File: config.mk
export PLATFORM = sky130hd
export DESIGN_NAME = regex_dot_star_matcher
export DESIGN_NICKNAME = d
export VERILOG_FILES = /design/src/hw/rtl/rdsm_pkg.sv /design/src/hw/rtl/regex_dot_star_matcher.sv /design/src/hw/rtl/rdsm_front.sv /design/src/hw/rtl/rdsm_back.sv
export SDC_FILE = /design/constraint.sdc
export NUM_CORES = 1
export LEC_CHECK = 0
export BUFFER_PORTS_ARGS = -buffer_cell sky130_fd_sc_hd__buf_2
export CAP_MARGIN = 20
export CORE_UTILIZATION = 54
export CTS_CLUSTER_DIAMETER = 200
export DETAILED_ROUTE_END_ITERATION = 8
export GPL_ROUTABILITY_DRIVEN = 0
export PLACE_DENSITY = 0.76
export SKIP_CTS_REPAIR_TIMING = 1
export SLEW_MARGIN = 20
export SYNTH_ARGS = -nofsm -noshare
export SYNTH_HDL_FRONTEND = slang
export SYNTH_SLANG_ARGS = --single-unit
File: constraint.sdc
create_clock -name clk -period 3.18 [get_ports clk]
set_input_delay 0.954 -clock clk [delete_from_list [all_inputs] [get_ports clk]]
set_output_delay 0.954 -clock clk [all_outputs]
set_load 0.02 [all_outputs]
File: src/hw/rtl/rdsm_pkg.sv
// rdsm_pkg: shared constants and types for the dot-star regex matcher.
// No dependencies; used by every module of the matcher.
`timescale 1ns / 1ps

package rdsm_pkg;

  localparam int MAX_PATTERN = 16;
  localparam int ROW_W       = MAX_PATTERN + 1;
  localparam int LEN_W       = $clog2(MAX_PATTERN + 1);
  localparam int CFG_LEN_W   = 5;
  localparam int CFG_DATA_W  = 64;
  localparam int CFG_IDX_W   = 2;
  localparam int BYTES_PER_WORD = CFG_DATA_W / 8;

  localparam logic [7:0] STAR_CHAR = 8'h2A;
  localparam logic [7:0] DOT_CHAR  = 8'h2E;

  // Queue between front and back
  localparam int QDEPTH = 2;
  localparam int QPTR_W = $clog2(QDEPTH);
  localparam int QCNT_W = $clog2(QDEPTH + 1);

  typedef enum logic [CFG_IDX_W-1:0] {
    REG_PATTERN_LENGTH = 2'd0,
    REG_BYTES_LOW      = 2'd1,
    REG_BYTES_HIGH     = 2'd2,
    REG_UNUSED         = 2'd3
  } cfg_reg_t;

  typedef logic [MAX_PATTERN-1:0][7:0] pattern_t;

  // One classified beat: per-position byte hits plus control flags
  typedef struct packed {
    logic [MAX_PATTERN-1:0] hit;
    logic                   start;
    logic                   query;
  } item_t;

endpackage

File: src/hw/rtl/regex_dot_star_matcher.sv
// regex_dot_star_matcher: streaming matcher for patterns with '.' and '*'.
// An accepted text beat is registered in the queue, then the row update registers its result.
// Throughput: one beat per cycle while results are taken (result_ready); the match row advances one item per pop.
// Reset (synchronous): queue empty, no result pending, row = empty-text row, registers 0.
// Depends on rdsm_pkg, rdsm_front and rdsm_back.
`timescale 1ns / 1ps

module regex_dot_star_matcher (
  input  logic                              clk,
  input  logic                              rst,
  input  logic                              write_enable,
  input  logic [rdsm_pkg::CFG_IDX_W-1:0]    write_index,
  input  logic [rdsm_pkg::CFG_DATA_W-1:0]   write_data,
  input  logic                              text_valid,
  output logic                              text_ready,
  input  logic [7:0]                        text_byte,
  input  logic                              start_new,
  input  logic                              empty_query,
  output logic                              result_valid,
  input  logic                              result_ready,
  output logic                              full_match
);

  logic [rdsm_pkg::CFG_LEN_W-1:0]  pattern_length;
  logic [rdsm_pkg::CFG_DATA_W-1:0] pattern_bytes_low;
  logic [rdsm_pkg::CFG_DATA_W-1:0] pattern_bytes_high;
  rdsm_pkg::pattern_t              pattern;
  logic [rdsm_pkg::LEN_W-1:0]      used_len;
  logic                            q_valid;
  rdsm_pkg::item_t                 q_item;
  logic                            pop;

  always_ff @(posedge clk) begin
    if (rst) begin
      pattern_length     <= '0;
      pattern_bytes_low  <= '0;
      pattern_bytes_high <= '0;
    end else if (write_enable) begin
      unique case (rdsm_pkg::cfg_reg_t'(write_index))
        rdsm_pkg::REG_PATTERN_LENGTH: pattern_length <= write_data[rdsm_pkg::CFG_LEN_W-1:0];
        rdsm_pkg::REG_BYTES_LOW:      pattern_bytes_low <= write_data;
        rdsm_pkg::REG_BYTES_HIGH:     pattern_bytes_high <= write_data;
        default: ;
      endcase
    end
  end

  always_comb begin
    for (int k = 0; k < rdsm_pkg::MAX_PATTERN; k++) begin
      if (k < rdsm_pkg::BYTES_PER_WORD) begin
        pattern[k] = pattern_bytes_low[(k % rdsm_pkg::BYTES_PER_WORD)*8 +: 8];
      end else begin
        pattern[k] = pattern_bytes_high[(k % rdsm_pkg::BYTES_PER_WORD)*8 +: 8];
      end
    end
    // lengths past the pattern store clamp to the full pattern
    if (pattern_length > rdsm_pkg::CFG_LEN_W'(rdsm_pkg::MAX_PATTERN)) begin
      used_len = rdsm_pkg::LEN_W'(rdsm_pkg::MAX_PATTERN);
    end else begin
      used_len = rdsm_pkg::LEN_W'(pattern_length);
    end
  end

  rdsm_front u_front (
    .clk         (clk),
    .rst         (rst),
    .text_valid  (text_valid),
    .text_ready  (text_ready),
    .text_byte   (text_byte),
    .start_new   (start_new),
    .empty_query (empty_query),
    .pattern     (pattern),
    .q_valid     (q_valid),
    .q_item      (q_item),
    .pop         (pop)
  );

  rdsm_back u_back (
    .clk          (clk),
    .rst          (rst),
    .pattern      (pattern),
    .used_len     (used_len),
    .q_valid      (q_valid),
    .q_item       (q_item),
    .pop          (pop),
    .result_valid (result_valid),
    .result_ready (result_ready),
    .full_match   (full_match)
  );

  // a full queue is never seen as empty by the back end
  a_full_not_empty: assert property (@(posedge clk) disable iff (rst)
    !text_ready |-> q_valid)
    else $error("queue full but reported empty");

  a_pop_has_item: assert property (@(posedge clk) disable iff (rst)
    pop |-> q_valid)
    else $error("back end popped an empty queue");

  a_pop_gives_result: assert property (@(posedge clk) disable iff (rst)
    pop |=> result_valid)
    else $error("popped item produced no result");

endmodule

File: src/hw/rtl/rdsm_front.sv
// rdsm_front: accepts text beats, compares the byte against every pattern
// position and queues the classified item. Depends on rdsm_pkg.
`timescale 1ns / 1ps

module rdsm_front (
  input  logic              clk,
  input  logic              rst,
  input  logic              text_valid,
  output logic              text_ready,
  input  logic [7:0]        text_byte,
  input  logic              start_new,
  input  logic              empty_query,
  input  rdsm_pkg::pattern_t pattern,
  output logic              q_valid,
  output rdsm_pkg::item_t   q_item,
  input  logic              pop
);

  rdsm_pkg::item_t                  entries [rdsm_pkg::QDEPTH];
  logic [rdsm_pkg::QPTR_W-1:0]      wr_ptr;
  logic [rdsm_pkg::QPTR_W-1:0]      rd_ptr;
  logic [rdsm_pkg::QCNT_W-1:0]      count;
  rdsm_pkg::item_t                  cls;
  logic                             push;

  always_comb begin
    for (int k = 0; k < rdsm_pkg::MAX_PATTERN; k++) begin
      cls.hit[k] = (pattern[k] == text_byte) || (pattern[k] == rdsm_pkg::DOT_CHAR);
    end
    cls.start = start_new;
    cls.query = empty_query;
  end

  assign text_ready = (count != rdsm_pkg::QCNT_W'(rdsm_pkg::QDEPTH));
  assign push       = text_valid && text_ready;
  assign q_valid    = (count != '0);
  assign q_item     = entries[rd_ptr];

  always_ff @(posedge clk) begin
    if (push) begin
      entries[wr_ptr] <= cls;
    end
  end

  always_ff @(posedge clk) begin
    if (rst) begin
      wr_ptr <= '0;
      rd_ptr <= '0;
      count  <= '0;
    end else begin
      if (push) begin
        wr_ptr <= wr_ptr + 1'b1;
      end
      if (pop) begin
        rd_ptr <= rd_ptr + 1'b1;
      end
      priority case ({push, pop})
        2'b10:   count <= count + 1'b1;
        2'b01:   count <= count - 1'b1;
        default: count <= count;
      endcase
    end
  end

endmodule

File: src/hw/rtl/rdsm_back.sv
// rdsm_back: holds the match row, advances it one queued item per cycle while
// no result is stalled, and registers the full-match result. Depends on rdsm_pkg.
`timescale 1ns / 1ps

module rdsm_back (
  input  logic                        clk,
  input  logic                        rst,
  input  rdsm_pkg::pattern_t          pattern,
  input  logic [rdsm_pkg::LEN_W-1:0]  used_len,
  input  logic                        q_valid,
  input  rdsm_pkg::item_t             q_item,
  output logic                        pop,
  output logic                        result_valid,
  input  logic                        result_ready,
  output logic                        full_match
);

  logic [rdsm_pkg::ROW_W-1:0]       row;
  logic [rdsm_pkg::ROW_W-1:0]       row_next;
  logic [rdsm_pkg::ROW_W-1:0]       empty_row;
  logic [rdsm_pkg::ROW_W-1:0]       base;
  logic [rdsm_pkg::ROW_W-1:0]       adv;
  logic [rdsm_pkg::MAX_PATTERN-1:0] star;

  // Star chains link bit j to bit j-2, so at most MAX_PATTERN/2 deep.
  always_comb begin
    for (int k = 0; k < rdsm_pkg::MAX_PATTERN; k++) begin
      star[k] = (pattern[k] == rdsm_pkg::STAR_CHAR);
    end

    empty_row    = '0;
    empty_row[0] = 1'b1;
    // leading star matches nothing, so bit 1 stays clear
    for (int j = 2; j <= rdsm_pkg::MAX_PATTERN; j++) begin
      empty_row[j] = (rdsm_pkg::LEN_W'(j) <= used_len) && star[j-1] && empty_row[j-2];
    end

    base = q_item.start ? empty_row : row;

    adv    = '0;
    adv[1] = (used_len != '0) && !star[0] && base[0] && q_item.hit[0];
    for (int j = 2; j <= rdsm_pkg::MAX_PATTERN; j++) begin
      if (rdsm_pkg::LEN_W'(j) <= used_len) begin
        if (star[j-1]) begin
          adv[j] = adv[j-2] || (q_item.hit[j-2] && base[j]);
        end else begin
          adv[j] = base[j-1] && q_item.hit[j-1];
        end
      end
    end

    row_next = q_item.query ? base : adv;
  end

  assign pop = q_valid && (!result_valid || result_ready);

  always_ff @(posedge clk) begin
    if (rst) begin
      row          <= rdsm_pkg::ROW_W'(1);
      result_valid <= 1'b0;
    end else begin
      if (pop) begin
        row          <= row_next;
        result_valid <= 1'b1;
      end else if (result_ready) begin
        result_valid <= 1'b0;
      end
    end
  end

  always_ff @(posedge clk) begin
    if (pop) begin
      full_match <= row_next[used_len];
    end
  end

endmodule
==> out/metrics.yaml, run 1 <==
synthesis:
  syn_inst: 1221
  yosysUniqueCellTypes: 67
  synthFlopType: "dfxtp_1"
  ys_ff_latch: 193
  synth_fa_ha_area_share_pct: 0.126
  ys_async_sr_fraction_pct: 0
  syn_avg_cell_area_um2: 8.13
  synth_compound_area_share_pct: 15.8
  synth_top_family_by_area: "simple AND/OR/NAND/NOR gates"
  yosysSeqAreaShare_pct: 42.6
  synthMuxAreaShare_pct: 2.53
  synth_simple_gate_area_share_pct: 23.7
  synth_edf_count: 37
  synth_xor_area_share_pct: 11.6
  ys_warn_count: 0
  syn-cell-area_mm2: 0.00993
  syn-num-nets: 1303
timing:
  fin_skew_ns: 0.0125
  rsz0062_at_grt: "yes"
  fin_crit_ns: 3.46
  report.final.slew_viol_count: 0
  report.final.setup_viol: 2
  tightest_slew_ns: 1.06
  relSlewSlack_pct: 28.5
  layout_setup_ws_ns: -0.282
  fmax_ghz: 0.289
  post-route-period-util_pct: 109
  hold_viol_final: 0
pwr:
  powerDensity_mw_per_mm2: 549
  finalPower_mw: 6.54
  ir_drop_uv: 604
  power_leakage_nw: 4.07
global_route:
  grt_max_degree: 65
  grt_pass1_vias: 9028
  grtUsageTotal_pct: 31.3
  grt_pass1_wl_mm: 45.6
  antenna_found_initial: 0
  grt-ovfl-total: 0
setup_path:
  crit_path_frequent_cell: "or4_4"
  cp_slowest_stage_delay_ns: 0.60
  cp.arrival_ns: 3.76
  path_cells: "or4b_4 -> or4_4 -> or4_4 -> nor3_4 -> a22oi_2 -> o22ai_2 -> a31oi_2 -> or3_4 -> o211a_1 -> o21ai_1"
  startpoint_type: "flop"
  reg2reg_depth: 10
  crit_slowest_cell: "or4_4"
  worst-setup-path-type: "reg2reg"
  crit_fanout: 4
  required_ns: 3.48
  worst_setup_path_end_kind: "flop"
layout:
  drive_gt1_share_pct: 19.6
  nets: 1429
  diodes: 0
  final_cell_mix: "nand2_1 (303), a21oi_1 (154), dfxtp_1 (153), xnor2_1 (122), buf_4 (98)"
  syn_to_final_growth_pct: 19.8
  layout_commonest_cell: "nand2_1"
  finalNonFillerCells: 1589
route:
  wl_per_cell_um: 18.1
  ant_nets: 0
  wl_mm: 28.8
  drtPass1Iterations: 6
  drt_iter0_drc: 1079
  via_per_inst: 6.00
  via_count: 9541
  drcViolationCount: 0
floorplanning:
  core_mm2: 0.0180
  dieArea_mm2: 0.0189
  die_h_um: 138
  pin_count: 84
  std_cell_rows: 49
  die_x_um: 138
  initial_utilization_pct: 55.1
clock_network:
  numCtsBuffers: 17
  clockBufferDepth: 2
  cts.root.buffer_cell: "clkbuf_16"
  cts.sinks: 193
  cts.reportedPaths.clkPinSlew_ns: 0.07
  cts_max_level: 4
  clk_latency_ns: 0.44
  cts_tree: "yes"
run_status:
  outcome: "finished, violations left"
  violations: "negative setup slack"
hold_path:
  hp-class: "reg2reg"
  hold_depth: 2
job:
  max_cap_violations: 0
placement:
  dp_hpwl_mm: 19.9
  port_buffers: 83
  dp.cells: 1554
## metal layers
layer	GRT usage, %	wire length, µm
met2	48.2	12700
met5	0	0
met3	6.44	2460
met4	13.2	1090
met1	42.4	12500
## layout make-up
class	instances	area, µm²
Clock buffer	21	503
Clock inverter	11	88.8
Fill cell	1460	6120
Inverter	15	56.3
Multi-Input combinational cell	936	5500
Sequential cell	193	4240
Tap cell	229	287
Timing Repair Buffer	184	1230
## worst max-delay path, delay by kind of cell (launching register included)
kind | cells | cell delay (ns)
AOI/OAI and AO/OA | 5 | 0.77
DFF | 1 | 0.32
and+or+nand+nor | 5 | 2.23
## cells in the mapped netlist, types with 5 or more instances
library cell  instances  share of area, %
nor2b_1               5              0.31
nand4_1              36               2.3
nand3_1               7              0.35
a31oi_1               8              0.50
nor3_1               18              0.91
clkbuf_1             71               2.7
or3_1                 7              0.44
inv_1                14              0.53
o31ai_1               6              0.45
o22ai_1               8              0.50
a22oi_1               9              0.68
nor4bb_1              5              0.50
nor4_1               10              0.63
nor2_1               72               2.7
nor4b_1               8              0.71
mux2_2                9               1.0
xor2_1               10              0.88
mux2i_1              15               1.5
edfxtp_1             37                11
nand2b_1              5              0.31
nand2_1             303                11
dfxtp_1             156                31
xnor2_1             122                11
o21ai_0              34               1.7
a21oi_1             158               8.0
a211oi_1              7              0.53
nand4b_1              9              0.79
## where the power goes
part | total [mW] | internal, mW | switching [mW]
logic | 1.53 | 0.590 | 0.942
registers | 2.85 | 2.71 | 0.142
clock network | 2.15 | 1.15 | 0.997
## worst paths after layout
kind | start | slack, ns | end
min reg2reg | pattern_bytes_high[21]$_SDFFE_PP0P_ | 0.48 | pattern_bytes_high[21]$_SDFFE_PP0P_
max reg2reg | pattern_bytes_low[44]$_SDFFE_PP0P_ | -0.28 | u_back.full_match$_DFFE_PP_
max | pattern_bytes_low[44]$_SDFFE_PP0P_ | -0.28 | u_back.full_match$_DFFE_PP_
min | pattern_bytes_high[21]$_SDFFE_PP0P_ | 0.48 | pattern_bytes_high[21]$_SDFFE_PP0P_
## cell families (layout without fill, tap and decap cells)
kind of cell / Yosys count / count (layout)
buf+inv: 92 / 231
xor+xnor: 132 / 132
simple gates: 511 / 511
compound gates: 268 / 268
flops: 193 / 193
mux: 24 / 24
fa+ha+maj: 1 / 1
## metrics by stage
step | utilization (%) | worst slack (ns) | hold WS, ns | setup TNS [ns] | cell area (µm²)
2_1_floorplan | - | -0.0255 | 0.455 | -0.0255 | 9960
3_3_place_gp | 61.9 | -0.459 | 0.465 | -0.481 | 11200
3_5_place_dp | 61.9 | -0.486 | 0.472 | -0.637 | 11200
4_1_cts | 65.2 | -0.550 | 0.482 | -0.740 | 11700
5_1_grt | 66.0 | -0.366 | 0.502 | -0.630 | 11900
6_report | 66.0 | -0.282 | 0.479 | -0.322 | 11900
## flip-flops by register name, indices dropped and copies added, names as in the netlist, named ones only
signal and flops:
u_front.entries 36, u_back.result_valid 1, u_front.rd_ptr 1, pattern_length 5, pattern_bytes_high 64, u_back.full_match 1, u_front.count 2, u_back.row 17
pattern_bytes_low 64, u_front.wr_ptr 1
Power figures use the tool's default switching activity.
==> run 2: changes to the inputs <==
Settings changed: CORE_UTILIZATION 54 to 65, PLACE_DENSITY 0.76 to 0.86.
Clock period 3.18 ns to 4 ns, I/O delays scaled along.
==> out/metrics.yaml, run 2 (synthesis results as in run 1) <==
setup_path:
  path_delay_family: "compound AO/OA/AOI/OAI gates"
  startpoint_type: "flop"
  path_cells: "or4b_2 -> nor4_1 -> o311ai_0 -> a31oi_1 -> o221ai_1 -> and2_4 -> a2111oi_0 -> nor3_1 -> a2111oi_0 -> o21ai_1"
  crit_fanout: 4
  worst-setup-path-type: "reg2reg"
  worst_setup_path_end_kind: "flop"
  cp_slowest_stage_delay_ns: 0.73
  required_ns: 4.18
  crit_buf_inv: 0
  cp.arrival_ns: 3.99
  crit_path_frequent_cell: "a2111oi_0"
  crit_slowest_cell: "or4b_2"
timing:
  post-route-period-util_pct: 95.2
  report.final.setup_viol: 0
  setup_tns_ns: 0
  fin_crit_ns: 3.81
  tightest_slew_ns: 1.05
  fin_skew_ns: 0.00969
  holdWs_ns: 0.480
  rsz0062_at_grt: "no"
  fmax_ghz: 0.263
  hold_viol_final: 0
  relSlewSlack_pct: 29.7
  report.final.slew_viol_count: 0
global_route:
  grt_max_degree: 66
  antenna_found_initial: 0
  grtUsageTotal_pct: 36.3
  grt_pass1_vias: 8769
  grt_pass1_wl_mm: 44.8
  grt-ovfl-total: 0
floorplanning:
  die_h_um: 126
  pin_count: 84
  initial_utilization_pct: 67.6
  core_mm2: 0.0147
  die_x_um: 126
  dieArea_mm2: 0.0158
  std_cell_rows: 44
route:
  met2_length_mm: 12.5
  highest_layer: "met4"
  wl_mm: 27.7
  wl_met3_mm: 3.17
  via_count: 9334
  ant_nets: 0
  drt_iter0_drc: 1227
  drcViolationCount: 2
  met1Wirelength_mm: 11.3
  drtPass1Iterations: 9
  wl_per_cell_um: 19.0
  via_per_inst: 6.39
clock_network:
  clockBufferDepth: 2
  cts_tree: "yes"
  cts.sinks: 193
  cts.root.buffer_cell: "clkbuf_16"
  clk_latency_ns: 0.45
  numCtsBuffers: 17
  cts_max_level: 4
  cts.reportedPaths.clkPinSlew_ns: 0.07
layout:
  diodes: 0
  nets: 1346
  final_cell_mix: "nand2_1 (303), a21oi_1 (158), dfxtp_1 (156), xnor2_1 (122), buf_2 (82)"
  drive_gt1_share_pct: 12.5
  layout_commonest_cell: "nand2_1"
  reg_top3: "pattern_bytes_high: 64 flops, pattern_bytes_low: 64 flops, u_front.entries: 36 flops"
  syn_to_final_growth_pct: 11.2
  fin_util_pct: 75.1
run_status:
  outcome: "finished, violations left"
  violations: "design-rule violations"
hold_path:
  hp-class: "reg2reg"
pwr:
  power_leakage_nw: 3.60
  powerDensity_mw_per_mm2: 466
  finalPower_mw: 5.14
  ir_drop_uv: 341
placement:
  port_buffers: 83
  dp_hpwl_mm: 18.4
job:
  max_cap_violations: 0
[run 2: worst paths after layout]
path                                                          from                            endpoint  slack (ns)  cells after the start
worst max register to register  pattern_bytes_low[20]$_SDFFE_PP0P_         u_back.full_match$_DFFE_PP_        0.19                     10
worst min register to register  pattern_bytes_low[59]$_SDFFE_PP0P_  pattern_bytes_low[59]$_SDFFE_PP0P_        0.48                      2
worst min-delay path            pattern_bytes_low[59]$_SDFFE_PP0P_  pattern_bytes_low[59]$_SDFFE_PP0P_        0.48                      2
worst max-delay path            pattern_bytes_low[20]$_SDFFE_PP0P_         u_back.full_match$_DFFE_PP_        0.19                     10
[run 2: cell type report]
type	count	area [µm²]
Multi-Input combinational cell	936	5360
Fill cell	1069	3660
Timing Repair Buffer	101	566
Tap cell	184	230
Clock buffer	20	447
Inverter	15	56.3
Sequential cell	193	4230
Clock inverter	12	149
[run 2: power by group]
part           switching [mW]  internal (mW)  total (mW)
combinational           0.723          0.407        1.13
sequential              0.127           2.16        2.29
clock                   0.776          0.953        1.73
total                    1.63           3.52        5.14
[run 2: per-stage QoR]
stage          setup slack [ns]  cell area, µm²  cells
6_report                  0.192           11000   1461
5_1_grt                   0.115           11000   1461
4_1_cts                   0.344           11000   1461
3_5_place_dp              0.420           10400   1429
3_3_place_gp              0.517           10400   1429
2_1_floorplan             0.704            9930   1221
[run 2: tightest hold or removal path: cells and delay by family (launching register included)]
family | cells | cell delay, ns
DFF | 1 | 0.33
AOI/OAI and AO/OA | 1 | 0.05
and+or+nand+nor | 1 | 0.06
[run 2: metal layers]
layer  vias up  GRT usage (%)
met5         -              0
met4         0           13.8
met3        89           8.20
met2       576           57.3
met1      4345           48.7
li1       4324              -
